**config.mk**
```make
export PLATFORM = sky130hd
export DESIGN_NAME = token_type_classifier_unit_flat
export DESIGN_NICKNAME = d
export VERILOG_FILES = /design/src/design/ttc_pkg.sv /design/src/design/ttc_if.sv /design/src/design/token_type_classifier_unit.sv /design/src/design/ttc_scan.sv /design/src/flat_wrapper.sv
export VERILOG_INCLUDE_DIRS = /design/src /design/src/design
export SDC_FILE = /design/constraint.sdc
export NUM_CORES = 1
export LEC_CHECK = 0
export ABC_AREA = 0
export BUFFER_PORTS_ARGS = -buffer_cell sky130_fd_sc_hd__buf_2
export CAP_MARGIN = 0
export CORE_MARGIN = 2
export CORE_UTILIZATION = 55
export CTS_CLUSTER_DIAMETER = 200
export DETAILED_ROUTE_END_ITERATION = 7
export GPL_ROUTABILITY_DRIVEN = 0
export PLACE_DENSITY = 0.87
export SLEW_MARGIN = 30
export SYNTH_ARGS = -nofsm -noshare
export SYNTH_HDL_FRONTEND = slang
export SYNTH_HIERARCHICAL = 1
export SYNTH_SLANG_ARGS = --single-unit
```
**constraint.sdc**
```tcl
create_clock -name clk -period 7.61 [get_ports clk]
set_clock_uncertainty 0.2 [all_clocks]
set_input_delay 0.761 -clock clk [delete_from_list [all_inputs] [get_ports clk]]
set_output_delay 0.761 -clock clk [all_outputs]
set_load 0.005 [all_outputs]
```
**src/design/token_type_classifier_unit_assert.svh**
```systemverilog
// Assertion macros used by the token classifier RTL.
`ifndef TOKEN_TYPE_CLASSIFIER_UNIT_ASSERT_SVH
`define TOKEN_TYPE_CLASSIFIER_UNIT_ASSERT_SVH

`ifndef SYNTH
// Same-cycle implication, checked out of reset.
`define TTC_ASSERT_IMPLY(label, clk, rst_n, ante, cons) \
  label: assert property (@(posedge clk) disable iff (!rst_n) (ante) |-> (cons)) \
    else $error("token classifier check failed");
// Next-cycle implication, checked out of reset.
`define TTC_ASSERT_NEXT(label, clk, rst_n, ante, cons) \
  label: assert property (@(posedge clk) disable iff (!rst_n) (ante) |=> (cons)) \
    else $error("token classifier check failed");
`else
`define TTC_ASSERT_IMPLY(label, clk, rst_n, ante, cons)
`define TTC_ASSERT_NEXT(label, clk, rst_n, ante, cons)
`endif

`endif

```
**src/design/ttc_pkg.sv**
```systemverilog
// Types and constants of the token classifier.
package ttc_pkg;

  localparam int CH_W  = 8;
  localparam int CLS_W = 3;
  localparam int CNT_W = 3;

  localparam logic [CNT_W-1:0] COUNT_SAT = 3'd6;

  localparam logic [CH_W-1:0] QUOTE_CH = 8'h22;
  localparam logic [CH_W-1:0] DOT_CH   = 8'h2E;
  localparam logic [CH_W-1:0] UNDER_CH = 8'h5F;
  localparam logic [CH_W-1:0] PLUS_CH  = 8'h2B;
  localparam logic [CH_W-1:0] MINUS_CH = 8'h2D;

  typedef enum logic [CLS_W-1:0] {
    CLS_INVALID = 3'd0,
    CLS_STRING  = 3'd1,
    CLS_BOOLEAN = 3'd2,
    CLS_INTEGER = 3'd3,
    CLS_FLOAT   = 3'd4,
    CLS_NAME    = 3'd5
  } tok_class_t;

  typedef struct packed {
    logic [CNT_W-1:0] cnt;
    logic             opened_quote;
    logic             latest_quote;
    logic             matches_true;
    logic             matches_false;
    logic             number_ok;
    logic             dot_seen;
    logic             name_ok;
  } scan_state_t;

  localparam scan_state_t SCAN_RESET = '{
    cnt:           '0,
    opened_quote:  1'b0,
    latest_quote:  1'b0,
    matches_true:  1'b1,
    matches_false: 1'b1,
    number_ok:     1'b1,
    dot_seen:      1'b0,
    name_ok:       1'b1
  };

  // Result handed from the scanner to the output register.
  typedef struct packed {
    tok_class_t cls;
    logic       bool_value;
  } scan_result_t;

endpackage

```
**src/design/ttc_if.sv**
```systemverilog
// Valid/ready channel interfaces for characters in and classes out.
interface ttc_in_if;
  logic                      valid;
  logic                      ready;
  logic [ttc_pkg::CH_W-1:0]  ch;
  logic                      last_char;
  logic                      empty_token;

  modport source (output valid, output ch, output last_char, output empty_token,
                  input ready);
  modport sink (input valid, input ch, input last_char, input empty_token,
                output ready);
endinterface

interface ttc_out_if;
  logic                      valid;
  logic                      ready;
  logic [ttc_pkg::CLS_W-1:0] token_class;
  logic                      bool_value;

  modport source (output valid, output token_class, output bool_value, input ready);
  modport sink (input valid, input token_class, input bool_value, output ready);
endinterface

```
**src/design/token_type_classifier_unit.sv**
```systemverilog
// The input register feeds the flag update and the classifier; for the last character of a token
// the result lands in the output register and stays valid there until it is taken.
// Throughput: one character per cycle, except while a last character waits behind a result.
// The input stays ready while a result waits, unless a last character is held behind it.
// Reset (synchronous, rst_n low) empties both registers and returns the token flags to their start values.
`include "token_type_classifier_unit_assert.svh"

module token_type_classifier_unit (
  input  logic      clk,
  input  logic      rst_n,
  ttc_in_if.sink    in_tok,
  ttc_out_if.source out_res
);

  logic                     s1_valid_r, s1_valid_nxt;
  logic [ttc_pkg::CH_W-1:0] s1_ch_r;
  logic                     s1_last_r, s1_empty_r;
  logic                     s1_go, in_take;
  logic                     out_valid_r, out_valid_nxt;
  ttc_pkg::scan_result_t    res, out_res_r;

  // A character that ends no token needs no output slot.
  assign s1_go   = s1_valid_r && (!s1_last_r || !out_valid_r || out_res.ready);
  assign in_take = in_tok.valid && in_tok.ready;
  assign in_tok.ready = !s1_valid_r || s1_go;

  always_comb begin
    s1_valid_nxt = s1_valid_r;
    if (in_take) begin
      s1_valid_nxt = 1'b1;
    end else if (s1_go) begin
      s1_valid_nxt = 1'b0;
    end
    out_valid_nxt = out_valid_r;
    if (s1_go && s1_last_r) begin
      out_valid_nxt = 1'b1;
    end else if (out_res.ready) begin
      out_valid_nxt = 1'b0;
    end
  end

  ttc_scan u_scan (
    .clk         (clk),
    .rst_n       (rst_n),
    .take        (s1_go),
    .ch          (s1_ch_r),
    .last_char   (s1_last_r),
    .empty_token (s1_empty_r),
    .result      (res)
  );

  always_ff @(posedge clk) begin
    if (!rst_n) begin
      s1_valid_r  <= 1'b0;
      out_valid_r <= 1'b0;
    end else begin
      s1_valid_r  <= s1_valid_nxt;
      out_valid_r <= out_valid_nxt;
    end
    if (in_take) begin
      s1_ch_r    <= in_tok.ch;
      s1_last_r  <= in_tok.last_char;
      s1_empty_r <= in_tok.empty_token;
    end
    if (s1_go && s1_last_r) begin
      out_res_r <= res;
    end
  end

  assign out_res.valid       = out_valid_r;
  assign out_res.token_class = out_res_r.cls;
  assign out_res.bool_value  = out_res_r.bool_value;

  `TTC_ASSERT_IMPLY(a_bool_only_boolean, clk, rst_n,
    out_valid_r && (out_res_r.cls != ttc_pkg::CLS_BOOLEAN), !out_res_r.bool_value)
  `TTC_ASSERT_IMPLY(a_class_in_range, clk, rst_n,
    out_valid_r, out_res_r.cls <= ttc_pkg::CLS_NAME)
  `TTC_ASSERT_NEXT(a_last_makes_result, clk, rst_n,
    s1_go && s1_last_r, out_valid_r)
  `TTC_ASSERT_NEXT(a_stalled_char_kept, clk, rst_n,
    s1_valid_r && !s1_go, s1_valid_r && $stable(s1_ch_r) && $stable(s1_last_r))
  `TTC_ASSERT_IMPLY(a_no_overrun, clk, rst_n,
    s1_valid_r && s1_last_r && out_valid_r && !out_res.ready, !in_tok.ready)

endmodule

```
**src/design/ttc_scan.sv**
```systemverilog
// Per-character flag tracking and final classification of a token.
module ttc_scan (
  input  logic                     clk,
  input  logic                     rst_n,
  input  logic                     take,
  input  logic [ttc_pkg::CH_W-1:0] ch,
  input  logic                     last_char,
  input  logic                     empty_token,
  output ttc_pkg::scan_result_t    result
);

  ttc_pkg::scan_state_t st_r, st_nxt, upd;
  logic is_digit, is_alpha, word_t_ok, word_f_ok, is_true, is_false;
  logic [ttc_pkg::CH_W-1:0] want_t, want_f;

  always_comb begin
    case (st_r.cnt)
      3'd0:    want_t = 8'h74; // t
      3'd1:    want_t = 8'h72; // r
      3'd2:    want_t = 8'h75; // u
      3'd3:    want_t = 8'h65; // e
      default: want_t = 8'h00;
    endcase
    case (st_r.cnt)
      3'd0:    want_f = 8'h66; // f
      3'd1:    want_f = 8'h61; // a
      3'd2:    want_f = 8'h6C; // l
      3'd3:    want_f = 8'h73; // s
      3'd4:    want_f = 8'h65; // e
      default: want_f = 8'h00;
    endcase
  end

  assign is_digit  = (ch >= 8'h30) && (ch <= 8'h39);
  assign is_alpha  = ((ch >= 8'h61) && (ch <= 8'h7A)) || ((ch >= 8'h41) && (ch <= 8'h5A));
  assign word_t_ok = (st_r.cnt < 3'd4) && (ch == want_t);
  assign word_f_ok = (st_r.cnt < 3'd5) && (ch == want_f);

  always_comb begin
    upd = st_r;
    if (st_r.cnt == '0) begin
      upd.opened_quote = (ch == ttc_pkg::QUOTE_CH);
      upd.number_ok    = (ch == ttc_pkg::PLUS_CH) || (ch == ttc_pkg::MINUS_CH) || is_digit;
      upd.name_ok      = is_alpha || (ch == ttc_pkg::UNDER_CH);
    end else begin
      if (ch == ttc_pkg::DOT_CH) begin
        // A second dot rules out a number.
        if (st_r.dot_seen) begin
          upd.number_ok = 1'b0;
        end
        upd.dot_seen = 1'b1;
      end else if (!is_digit) begin
        upd.number_ok = 1'b0;
      end
      if (!(is_alpha || is_digit || (ch == ttc_pkg::MINUS_CH) ||
            (ch == ttc_pkg::UNDER_CH))) begin
        upd.name_ok = 1'b0;
      end
    end
    upd.matches_true  = st_r.matches_true && word_t_ok;
    upd.matches_false = st_r.matches_false && word_f_ok;
    upd.latest_quote  = (ch == ttc_pkg::QUOTE_CH);
    if (st_r.cnt < ttc_pkg::COUNT_SAT) begin
      upd.cnt = st_r.cnt + 3'd1;
    end
  end

  assign is_true  = upd.matches_true && (upd.cnt == 3'd4);
  assign is_false = upd.matches_false && (upd.cnt == 3'd5);

  always_comb begin
    result.cls        = ttc_pkg::CLS_INVALID;
    result.bool_value = 1'b0;
    if (empty_token) begin
      result.cls = ttc_pkg::CLS_INVALID;
    end else if ((upd.cnt > 3'd2) && upd.opened_quote && upd.latest_quote) begin
      result.cls = ttc_pkg::CLS_STRING;
    end else if (is_true || is_false) begin
      result.cls        = ttc_pkg::CLS_BOOLEAN;
      result.bool_value = is_true;
    end else if (upd.number_ok) begin
      result.cls = upd.dot_seen ? ttc_pkg::CLS_FLOAT : ttc_pkg::CLS_INTEGER;
    end else if (upd.name_ok) begin
      result.cls = ttc_pkg::CLS_NAME;
    end
  end

  // The token ends with the last character, so the flags start over.
  assign st_nxt = last_char ? ttc_pkg::SCAN_RESET : upd;

  always_ff @(posedge clk) begin
    if (!rst_n) begin
      st_r <= ttc_pkg::SCAN_RESET;
    end else if (take) begin
      st_r <= st_nxt;
    end
  end

endmodule
```
**src/flat_wrapper.sv**
```systemverilog
// flat-port wrapper written by rule: the top's interface ports become plain ports
module token_type_classifier_unit_flat 
  (clk, rst_n, in_tok_valid, in_tok_ch, in_tok_last_char, in_tok_empty_token, in_tok_ready, out_res_valid, out_res_token_class, out_res_bool_value, out_res_ready);
  ttc_in_if in_tok_i ();
  ttc_out_if out_res_i ();
  input  logic clk;
  input  logic rst_n;
  input wire logic [$bits(in_tok_i.valid)-1:0] in_tok_valid;
  input wire logic [$bits(in_tok_i.ch)-1:0] in_tok_ch;
  input wire logic [$bits(in_tok_i.last_char)-1:0] in_tok_last_char;
  input wire logic [$bits(in_tok_i.empty_token)-1:0] in_tok_empty_token;
  output wire logic [$bits(in_tok_i.ready)-1:0] in_tok_ready;
  output wire logic [$bits(out_res_i.valid)-1:0] out_res_valid;
  output wire logic [$bits(out_res_i.token_class)-1:0] out_res_token_class;
  output wire logic [$bits(out_res_i.bool_value)-1:0] out_res_bool_value;
  input wire logic [$bits(out_res_i.ready)-1:0] out_res_ready;
  assign in_tok_i.valid = in_tok_valid;
  assign in_tok_i.ch = in_tok_ch;
  assign in_tok_i.last_char = in_tok_last_char;
  assign in_tok_i.empty_token = in_tok_empty_token;
  assign in_tok_ready = in_tok_i.ready;
  assign out_res_valid = out_res_i.valid;
  assign out_res_token_class = out_res_i.token_class;
  assign out_res_bool_value = out_res_i.bool_value;
  assign out_res_i.ready = out_res_ready;
  token_type_classifier_unit u_core (.clk(clk), .rst_n(rst_n), .in_tok(in_tok_i), .out_res(out_res_i));
endmodule
```
* Word level (Yosys, flattened, before mapping) *
Index checks and enable logic that the tools add are counted.

storage, ports and cells
  word-level logic and storage cells = 97
  register bits after elaboration = 25
  input port bits = 14

cells by class
  eq/ne operators = 13
  bitwise gates (word level) = 1
  add/subtract/negate cells = 1
  order comparisons = 10
  muxes and demuxes = 22
  reductions and logical operators = 34

operators with widths
  cell                                                                              number
  7-bit one-hot mux with 5 select lines                                             1
  8-bit by 6-bit equality test with 1-bit output (second input constant)            4
  7-bit one-hot mux with 4 select lines                                             1
  8-bit equality test                                                               2
  8-bit by 7-bit >= comparator with 1-bit output (second input constant)            2
  8-bit by 7-bit <= comparator with 1-bit output (second input constant)            2
  1-bit logical AND                                                                 14
  1-bit 2-to-1 mux                                                                  14
  3-bit 2-to-1 mux                                                                  4
  1-bit logical OR                                                                  11
  10-bit 2-to-1 mux                                                                 1
  3-bit equality test (second input constant)                                       3
  3-bit less-than comparator (second input constant)                                3
  8-bit by 7-bit equality test with 1-bit output (second input constant)            1
  8-bit by 6-bit >= comparator with 1-bit output (second input constant)            1
  8-bit by 6-bit <= comparator with 1-bit output (second input constant)            1
  3-bit by 2-bit equality test with 1-bit output (second input constant)            2
  3-bit OR reduction                                                                2
  2-bit nonzero test                                                                2
  3-bit by 1-bit adder with 3-bit output (second input constant)                    1
  3-bit by 1-bit equality test with 1-bit output (second input constant)            1
  3-bit by 2-bit greater-than comparator with 1-bit output (second input constant)  1
  1-bit zero test                                                                   3
  3-bit zero test                                                                   1
  other kinds (3)                                                                   3

* Longest topological paths before layout *
Gate-level depths: netlist of run 1.

  word-level depth = 12
  gate-level depth with buffers = 10
  depth with buffers taken out = 8

* Hierarchy *
Netlist of run 1, hierarchy kept.

modules (own cells, without submodules)
  module                      times used  seq. area each (um2)  area an instance (um2)  cells an instance
  ttc_scan                    1           180.2                 1064.8                  146
  token_type_classifier_unit  1           460.4                 538.0                   26

* Worst setup path before layout of run 1 *
No wires, ideal clock.

  path kind = register to register
  start point = register u_core/u_scan/st_r[9] (netlist bit)
  end point = register u_core.out_res_r (netlist bit u_core/out_res.token_class[0]) (data pin)
  stages on the path, launching flop included = 10
  library setup time = 0.277 ns
  arrival = 2.162 ns
  required time = 7.133 ns
  path buffers = 2
  setup slack = 4.971 ns
  clock period less this slack = 2.639 ns
  cell sequence = dfxtp_1 > buf_2 > inv_1 > ha_1 > clkbuf_1 > or3_1 > a21o_2 > a2111oi_4 > a31o_1 > a311oi_2

on the way
  cells in the longest elaborated chain, start to end = 9
  elaborated cells between the ends (all ways) = 35
  those cells by class = 1 x add/sub; 4 x order compare; 8 x eq/ne; 12 x mux; 10 x reduce/logical

RTL lines
  element                                                                                                line                              source
  start, declared                                                                                        ttc_scan.sv:12                    ttc_pkg::scan_state_t st_r, st_nxt, upd;
  start signal, assigned                                                                                 ttc_scan.sv:93                    st_r <= ttc_pkg::SCAN_RESET;
  start signal, assigned                                                                                 ttc_scan.sv:95                    st_r <= st_nxt;
  3-bit equality test, or another cell as far along                                                      ttc_scan.sv:24                    case (st_r.cnt)
  7-bit one-hot mux with 5 select lines / 7-bit one-hot mux with 4 select lines (equally long branches)  ttc_scan.sv:24, ttc_scan.sv:17
  8-bit equality test, on equally long branches                                                          ttc_scan.sv:37, ttc_scan.sv:36
  1-bit logical AND, on equally long branches                                                            ttc_scan.sv:37, ttc_scan.sv:36
  1-bit logical AND, on equally long branches                                                            ttc_scan.sv:61, ttc_scan.sv:60
  1-bit logical AND, on equally long branches                                                            ttc_scan.sv:69, ttc_scan.sv:68
  1-bit logical OR                                                                                       ttc_scan.sv:78                    end else if (is_true || is_false) begin
  2-bit 2-to-1 mux                                                                                       ttc_scan.sv:78
  1-bit 2-to-1 mux (*)                                                                                   ttc_scan.sv:76                    end else if ((upd.cnt > 3'd2) && upd.opened_quote && upd.latest_quote) begin
  end signal, assigned                                                                                   token_type_classifier_unit.sv:66  out_res_r <= res;
  end, declared                                                                                          token_type_classifier_unit.sv:20  ttc_pkg::scan_result_t res, out_res_r;

Mark *: on every way between the ends. The rest lies on a longest branch, timed or not.
A chain may end at the register's enable or synchronous reset.

* Final worst setup path of run 1 *
  start point = register u_core/u_scan/st_r[7] (netlist bit)
  end point = register u_core.out_res_r (netlist bit u_core/out_res.token_class[0]) (data pin)

The elaborated chain is that of the path after synthesis.

==> out/qor.csv, run 1 <==
stage,metric,value,unit
outcome,status,"finished, final reports clean",
final_layout,synthToLayoutAreaGrowth,7.572,%
sta,setup_viol,0,
sta,crit_path_time_final,2.902,ns
cts,postCtsHoldBufs,0,
sta,max_clock_freq,344.6,MHz
floorplanning,floorplan.die_area,3362,sq um
final_layout,ratio_of_cells_with_drive_above_1_in_the_final_layout,16.67,%
yosys,synth_area,1603,sq um
sta,timing.final.crit_share,38.13,%
setup_path,worstPathCellList,inv_1 > ha_1 > or4_1 > o21ai_2 > nand2_2 > a2111oi_4 > a31o_1 > a311oi_2,
sta,final.hold.worst_slack,0.3216,ns
placement,io_buffer_count,19,
cts,cts-htree-levels,1,
cts,ctsRootBufferMaster,sky130_fd_sc_hd__clkbuf_4,
setup_path,cp_data_required_time,7.49,ns
final_layout,utilization,62.52,%
yosys,synth-compound-area-share,23.81,%
grt,global_route.usage.total,24.05,%
floorplanning,design.core.area,2758,sq um
setup_path,timing.reg2reg.worst_path_depth,8,
cts,clock_sinks,25,
yosys,synth_largest_type_area_fraction,26.23,%
route,routed_via_density,6.498,
yosys,synthesis.instances,172,
route,route.detailed.wl_per_inst,16.59,um
flow_run,drv_cap,0,
sta,timing.final.max_slew_violations,0,
cts,clk-insertion-delay-late,0.33,ns
floorplanning,floorplan.die.width,57.98,um
floorplanning,start_util,58.12,%
setup_path,worstReg2RegStart,u_core/u_scan/st_r[7],
yosys,synth-xor-area-share,1.093,%
grt,largest_net_degree_at_the_start_of_global_routing,16,
route,drt_first_iter_violations,94,
setup_path,startpoint_type,flop,
yosys,main_combinational_cell_family_by_area_after_synthesis,simple AND/OR/NAND/NOR gates,
setup_path,ff2ff_setup_slack,4.71,ns
setup_path,worst_setup_path_endpoint,u_core/out_res.token_class[0],
setup_path,r2r-end,u_core/out_res.token_class[0],
power,max-vdd-ir-drop,0.0001580,V
power,pwr_density_cell,147.4,nW/um^2
floorplanning,floorplan.rows,19,
setup_path,critical-path-max-stage-delay,0.58,ns
power,design_power_total,0.2541,mW
sta,finalHoldViolCount,0,
placement,place.detailed.hpwl,2694,um
yosys,synth-adder-area-share,4.684,%
floorplanning,io_pins,20,
route,antenna_left,0,
sta,worst-slew-pin-transition,0.8362,ns
cts,cts_tree,yes,
setup_path,signal_arrival_time_at_the_worst_endpoint,2.78,ns
cts,cts-buffers-inserted,3,
yosys,synth_mux_area_share,0.6245,%
sta,slew-limit-headroom,44.14,%
yosys,yosysTopAreaCell,sky130_fd_sc_hd__edfxtp_1,
yosys,asyncSetResetFlopFracSynth,0,%
route,route.final.wire_length,3601,um
cts,post_cts.repair.setup_buffers,0,
setup_path,critical_path_class,flop to flop,
worst_hold_path,worstHoldStart,u_core/u_scan/st_r[4],
sta,grt_setup_unrepaired,no,
cts,clock_slew_at_the_register_clock_pins_of_the_worst_setup_and_hold_paths,0.15,ns
grt,antenna_found_initial,0,
worst_hold_path,timing.hold.worst.class,flop to flop,
setup_path,critical_path.max_fanout,8,
yosys,synth_seq_area_share,39.97,%
yosys,netlist_top_cells_area,"sky130_fd_sc_hd__edfxtp_1, sky130_fd_sc_hd__dfxtp_1, sky130_fd_sc_hd__ha_1",
route,detailedRoute.firstPassIterationCount,5,
cts,max-clock-path-buffers,2,
setup_path,worst_path_max_delay_cell,sky130_fd_sc_hd__or4_1,
yosys,count_of_different_cell_masters_after_synthesis,53,
yosys,ys.flop_type,sky130_fd_sc_hd__edfxtp_1,
final_layout,insertedDiodeCount,0,
sta,fin_setup_tns,0,ns
yosys,syn_avg_cell_area,9.319,sq um
route,via_count,1410,
power,power.leakage,0.6470,nW
setup_path,cp_num_buf_inv,1,
yosys,post_synth_and_or_nand_nor_area_fraction,25.84,%
grt,first_global_vias,1355,
setup_path,cp.depth,8,
floorplanning,die_height,57.98,um
route,drc_errors,0,
final_layout,finish.net_count,207,
setup_path,critPathLaunch,u_core/u_scan/st_r[7],
grt,overflow,0,
grt,grt_pass1_wl,6134,um
yosys,yosys_register_bits,25,
setup_path,crit_path_end_kind,flop,
yosys,postSynthNetCount,192,
yosys,synth-warning-count,6,
yosys,synth_enable_flop_cells,14,
setup_path,cp_top_family,compound AO/OA/AOI/OAI gates,
final_layout,num-fill-cells,227,
cts,postCtsResizedCells,0,
## report_power, final
part           switching (mW)  total [mW]  internal, mW
combinational          0.0189      0.0346        0.0158
clock                  0.0416      0.0621        0.0205
sequential            0.00881       0.157         0.149
total                  0.0693       0.254         0.185
## flip-flops by register name, summed over array words and instances (netlist names)
register and flops:
u_core/out_res.bool_value 1, u_core/out_res.token_class 3, u_core/out_res.valid 1, u_core/s1_ch_r 8
u_core/s1_empty_r 1, u_core/s1_last_r 1, u_core/s1_valid_r 1, u_core/u_scan/st_r 9
## cell usage in the layout, fill, tap and decap left out, drive strengths merged, types with 7 or more instances in the layout
| master | n |
|---|---|
| buf | 19 |
| edfxtp | 14 |
| nand2 | 14 |
| nor2 | 11 |
| dfxtp | 11 |
| nor2b | 11 |
| o21ai | 11 |
| nand2b | 9 |
| nor3 | 9 |
| inv | 7 |
## layer usage
| metal | share of wire, % | routed length, um | track usage (%) |
|---|---|---|---|
| met1 | 40 | 1453 | 30.85 |
| met2 | 51 | 1850 | 40.42 |
| met3 | 6.1 | 219 | 3.348 |
| met4 | 2.2 | 78 | 10.63 |
| met5 | 0 | 0 | 0 |
## through the flow
stage / std cells / setup slack [ns] / instance area [sq um]
5_1_grt: 217 / 4.560 / 1724
4_1_cts: 217 / 4.728 / 1724
3_5_place_dp: 213 / 4.751 / 1695
6_report: 217 / 4.708 / 1724
3_3_place_gp: 213 / 4.870 / 1695
2_1_floorplan: 172 / 4.971 / 1603
## layout make-up
cell class	count	area (sq um)	share of cell area [%]
clock inverter	1	6.256	0.3628
timing repair buffer	19	95.09	5.515
sequential	25	640.6	37.16
clock buffer	3	22.52	1.306
tap	31	38.79	2.250
inverter	6	22.52	1.306
multi-input combinational	132	898.4	52.10
## worst min-delay path by stage
stage / end / slack [ns] / depth (start not counted)
6_report: u_core/u_scan/st_r[4] / 0.32 / 2
5_1_grt: u_core/u_scan/st_r[4] / 0.36 / 2
4_1_cts: u_core/u_scan/st_r[4] / 0.33 / 2
3_5_place_dp: u_core/u_scan/st_r[4] / 0.29 / 2
3_3_place_gp: u_core/u_scan/st_r[0] / 0.28 / 2
2_1_floorplan: u_core/u_scan/st_r[4] / 0.24 / 2
## worst register-to-register path: stages, from the launching register on
cell and delay, ns:
sky130_fd_sc_hd__dfxtp_1 0.47, sky130_fd_sc_hd__inv_1 0.15, sky130_fd_sc_hd__ha_1 0.32, sky130_fd_sc_hd__or4_1 0.58
sky130_fd_sc_hd__o21ai_2 0.17, sky130_fd_sc_hd__nand2_2 0.09, sky130_fd_sc_hd__a2111oi_4 0.36, sky130_fd_sc_hd__a31o_1 0.24
sky130_fd_sc_hd__a311oi_2 0.06
## synthesized netlist by cell type, drive strengths merged (3+ instances only)
library cell   n
clkbuf         3
inv            6
o22ai          3
o21ai         11
ha             6
buf            6
nor3           9
a21boi         4
a21oi          4
nand3          5
nand2b         9
nor2b         11
edfxtp        14
a31oi          4
nand2         14
nor2          11
dfxtp         11
or3            5
## cells by family (layout without fill, tap and decap cells)
| logic type | Yosys count | after routing |
|---|---|---|
| simple gates | 74 | 74 |
| fa+ha+maj | 6 | 6 |
| compound gates | 49 | 49 |
| mux | 1 | 1 |
| xor+xnor | 2 | 2 |
| buf+inv | 15 | 29 |
| flops | 25 | 25 |
(Power assumes the default switching activity.)
==> run 2: changes to the inputs <==
--- a/config.mk
+++ b/config.mk
@@ -6,15 +6,15 @@
 export SDC_FILE = /design/constraint.sdc
 export NUM_CORES = 1
 export LEC_CHECK = 0
-export ABC_AREA = 0
+export ABC_AREA = 1
 export BUFFER_PORTS_ARGS = -buffer_cell sky130_fd_sc_hd__buf_2
 export CAP_MARGIN = 0
 export CORE_MARGIN = 2
-export CORE_UTILIZATION = 55
+export CORE_UTILIZATION = 52
 export CTS_CLUSTER_DIAMETER = 200
 export DETAILED_ROUTE_END_ITERATION = 7
 export GPL_ROUTABILITY_DRIVEN = 0
-export PLACE_DENSITY = 0.87
+export PLACE_DENSITY = 0.86
 export SLEW_MARGIN = 30
 export SYNTH_ARGS = -nofsm -noshare
 export SYNTH_HDL_FRONTEND = slang
==> constraint.sdc (replaced) <==
create_clock -name clk -period 2.6 [get_ports clk]
set_clock_uncertainty 0.2 [all_clocks]
set_input_delay 0.26 -clock clk [delete_from_list [all_inputs] [get_ports clk]]
set_output_delay 0.26 -clock clk [all_outputs]
set_load 0.005 [all_outputs]
==> run 2 against run 1 <==
Net effect: wire length fell by 0.58%; worst setup slack got worse by 4.4 ns; critical path depth rose by 1; power rose to 3.0 times the previous value; sequential cell count did not move; largest power group unchanged; cell area rose by 12%; register-to-register slack got worse by 4.4 ns; clock-buffer cell count did not move; fmax rose by 27%; combinational power rose to 3.5 times the previous value.
==> out/qor.csv, run 2 <==
stage,metric,value,unit,change
outcome,status,"finished, final reports clean",,
yosys,synth_most_common_cell,sky130_fd_sc_hd__nand2_1,,
setup_path,r2r-end,u_core/out_res.token_class[2],,
yosys,netlist_top_cells_count,"sky130_fd_sc_hd__nand2_1, sky130_fd_sc_hd__inv_1, sky130_fd_sc_hd__nor2_1, sky130_fd_sc_hd__nand3_1, sky130_fd_sc_hd__edfxtp_1",,
route,via_count,1584,,+12%
placement,place.detailed.hpwl,2650,um,-1.6%
cts,cts_tree,yes,,
route,drt_first_iter_violations,105,,+12%
yosys,count_of_different_cell_masters_after_synthesis,26,,-51%
sta,slew-limit-headroom,71.36,%,+27 points
route,route.final.wire_length,3580,um,-0.58%
yosys,syn_avg_cell_area,6.973,sq um,-25%
setup_path,critical_path_class,flop to flop,,
yosys,ys.flop_type,sky130_fd_sc_hd__edfxtp_1,,
sta,fin_setup_tns,0,ns,unchanged
yosys,synth_enable_flop_cells,14,,unchanged
yosys,yosys_register_bits,25,,unchanged
setup_path,cp_data_required_time,2.50,ns,-4.99 ns
setup_path,crit_path_end_kind,flop,,
final_layout,layout_commonest_cell,sky130_fd_sc_hd__nand2_1,,
final_layout,most_frequent_cells_in_the_layout,"sky130_fd_sc_hd__nand2_1, sky130_fd_sc_hd__inv_1, sky130_fd_sc_hd__nor2_1",,
sta,timing.final.crit_share,87.95,%,+50 points
placement,preCtsSetupSlack,0.3730,ns,-4.379 ns
floorplanning,floorplan.rows,20,,+1
grt,grt_pass1_wl,5651,um,-7.9%
setup_path,ff2ff_setup_slack,0.31,ns,-4.39 ns
sta,max_clock_freq,437.3,MHz,+27%
yosys,synth_area,1632,sq um,+1.8%
yosys,synth_seq_area_share,39.26,%,-0.70 points
final_layout,insertedDiodeCount,0,,unchanged
route,route.detailed.wl_per_inst,11.44,um,-31%
cts,clock_slew_at_the_register_clock_pins_of_the_worst_setup_and_hold_paths,0.14,ns,about the same
final_layout,top_register,u_core/u_scan/st_r,,
setup_path,worst_path_max_delay_cell,sky130_fd_sc_hd__dfxtp_1,,
worst_hold_path,timing.hold.worst.class,input pin to flop,,
setup_path,cp_num_buf_inv,2,,+1
yosys,postSynthNetCount,254,,+32%
sta,finalWorstSetupSlack,0.3133,ns,-4.395 ns
grt,global_route.usage.total,21.21,%,-2.8 points
flow_run,drv_cap,0,,unchanged
setup_path,critical-path-max-stage-delay,0.39,ns,-0.19 ns
grt,overflow,0,,unchanged
sta,setup_viol,0,,unchanged
cts,clock_sinks,25,,unchanged
sta,finalHoldViolCount,0,,unchanged
cts,max-clock-path-buffers,2,,unchanged
cts,clk-insertion-delay-late,0.33,ns,about the same
grt,first_global_vias,1324,,-2.3%
floorplanning,floorplan.die.width,60.02,um,+3.5%
power,max-vdd-ir-drop,0.0002898,V,+83%
floorplanning,floorplan.die_area,3602,sq um,+7.1%
sta,final.hold.worst_slack,0.03841,ns,-0.2832 ns
sta,crit_path_time_final,2.287,ns,-0.6153 ns
floorplanning,design.core.area,3028,sq um,+9.8%
route,detailedRoute.firstPassIterationCount,5,,unchanged
final_layout,utilization,63.84,%,+1.3 points
yosys,netlist_top_cells_area,"sky130_fd_sc_hd__edfxtp_1, sky130_fd_sc_hd__nand2_1, sky130_fd_sc_hd__dfxtp_1",,
setup_path,worstPathCellList,inv_1 > ha_1 > inv_1 > nor2_1 > nor2_1 > nor3_1 > nor2_1 > o21ai_0 > nor2_1,,
floorplanning,die_height,60.02,um,+3.5%
yosys,synth-warning-count,6,,unchanged
yosys,yosysTopAreaCell,sky130_fd_sc_hd__edfxtp_1,,
worst_hold_path,holdPathEnd,u_core/s1_valid_r,,
setup_path,timing.reg2reg.worst_path_depth,9,,+1
setup_path,startpoint_type,flop,,
placement,io_buffer_count,19,,unchanged
worst_hold_path,worstHoldStart,out_res_ready,,
grt,largest_net_degree_at_the_start_of_global_routing,16,,unchanged
yosys,synth_largest_type_area_fraction,25.77,%,-0.46 points
setup_path,crit_path_frequent_cell,sky130_fd_sc_hd__nor2_1,,
floorplanning,start_util,53.88,%,-4.2 points
setup_path,cp_top_family,simple AND/OR/NAND/NOR gates,,
final_layout,synthToLayoutAreaGrowth,18.48,%,
cts,cts-buffers-inserted,3,,unchanged
route,drc_errors,0,,unchanged
sta,grt_setup_unrepaired,no,,
power,pwr_density_cell,391.8,nW/um^2,+170%
power,design_power_total,0.7574,mW,+200%
worst_hold_path,whs_path_depth,4,,+2
sta,worst-slew-pin-transition,0.4291,ns,-0.4070 ns
setup_path,worstReg2RegStart,u_core/u_scan/st_r[7],,
route,routed_via_density,5.061,,-22%
final_layout,ratio_of_cells_with_drive_above_1_in_the_final_layout,15.99,%,-0.68 points
setup_path,signal_arrival_time_at_the_worst_endpoint,2.19,ns,-0.59 ns
cts,post_cts.repair.setup_buffers,0,,unchanged
route,antenna_left,0,,unchanged
yosys,synthesis.instances,234,,+36%
power,power.leakage,0.9592,nW,+48%
final_layout,finish.net_count,290,,+40%
setup_path,critical_path.max_fanout,6,,-2
cts,ctsRootBufferMaster,sky130_fd_sc_hd__clkbuf_4,,
yosys,asyncSetResetFlopFracSynth,0,%,unchanged
final_layout,largest_reg_flops,9,,unchanged
cts,cts-htree-levels,1,,unchanged
grt,antenna_found_initial,0,,unchanged
sta,timing.final.max_slew_violations,0,,unchanged
floorplanning,io_pins,20,,unchanged
-- run 2: cell types whose count changed in the layout (fill, tap and decap cells not counted), moves of 7 or more --
cell and delta:
sky130_fd_sc_hd__dlygate4sd3_1 +12, sky130_fd_sc_hd__nor2_1 +13, sky130_fd_sc_hd__nand2_1 +58, sky130_fd_sc_hd__inv_1 +30, sky130_fd_sc_hd__nand3_1 +13, sky130_fd_sc_hd__nor3_1 -7, sky130_fd_sc_hd__nand2b_1 -9, sky130_fd_sc_hd__nor2b_1 -11
-- run 2: how the worst max path moves through the flow --
| stage | startpoint | to | slack (ns) | cells past startpoint |
|---|---|---|---|---|
| final | u_core/u_scan/st_r[7] | u_core/out_res.token_class[2] | 0.31 | 9 |
| after global routing | u_core/u_scan/st_r[7] | u_core/out_res.token_class[2] | 0.13 | 13 |
| after CTS | u_core/u_scan/st_r[7] | u_core/out_res.token_class[2] | 0.34 | 9 |
| after detailed placement | u_core/u_scan/st_r[7] | u_core/out_res.token_class[2] | 0.37 | 9 |
| after floorplan | u_core/u_scan/st_r[7] | u_core/out_res.token_class[2] | 0.62 | 9 |
| after global placement | u_core/u_scan/st_r[7] | u_core/out_res.token_class[2] | 0.45 | 9 |
-- run 2: per-stage QoR --
step,cells,cell area (sq um)
2_1_floorplan,234,1632
3_3_place_gp,297,1784
3_5_place_dp,297,1784
4_1_cts,313,1933
5_1_grt,313,1933
6_report,313,1933
-- run 2: area by class of cell --
| cell class | instances | area, sq um |
|---|---|---|
| tap | 44 | 55.05 |
| fill | 262 | 1095 |
| clock inverter | 1 | 6.256 |
| multi-input combinational | 168 | 833.3 |
| clock buffer | 3 | 22.52 |
| inverter | 40 | 152.6 |
| sequential | 25 | 640.6 |
| timing repair buffer | 32 | 222.7 |
-- run 2: kinds of logic (layout without fill, tap and decap cells) --
family / count (synthesis) / in the layout / synth area share (%)
AND/OR/NAND/NOR: 134 / 134 / 37.04
buffers and inverters: 41 / 76 / 9.663
AO/OA/AOI/OAI: 28 / 28 / 9.433
flip-flops: 25 / 25 / 39.26
adder cells (fa/ha/maj): 6 / 6 / 4.601
-- run 2: worst reg2reg max path: stages (launching register included) --
cell,delay [ns]
sky130_fd_sc_hd__dfxtp_1,0.39
sky130_fd_sc_hd__inv_1,0.18
sky130_fd_sc_hd__ha_1,0.28
sky130_fd_sc_hd__inv_1,0.06
sky130_fd_sc_hd__nor2_1,0.26
sky130_fd_sc_hd__nor2_1,0.10
sky130_fd_sc_hd__nor3_1,0.33
sky130_fd_sc_hd__nor2_1,0.11
sky130_fd_sc_hd__o21ai_0,0.09
sky130_fd_sc_hd__nor2_1,0.06
-- run 2: repair_timing --
item / in CTS / in global routing
endpoints found under the hold margin: 15 / 0
hold buffers: 12 / 0
gates resized for setup: 0 / 0
-- run 2: routing by layer --
metal,vias up,track usage [%],share of wire (%)
met5,-,0,0
met4,0,10.16,1.7
met3,5,3.463,5.1
met2,52,33.39,48
met1,707,28.28,45
li1,820,-,-
-- run 2: power by group --
part | switching, mW | internal [mW]
clock | 0.123 | 0.0602
sequential | 0.0178 | 0.437
combinational | 0.0695 | 0.0506
total | 0.210 | 0.547
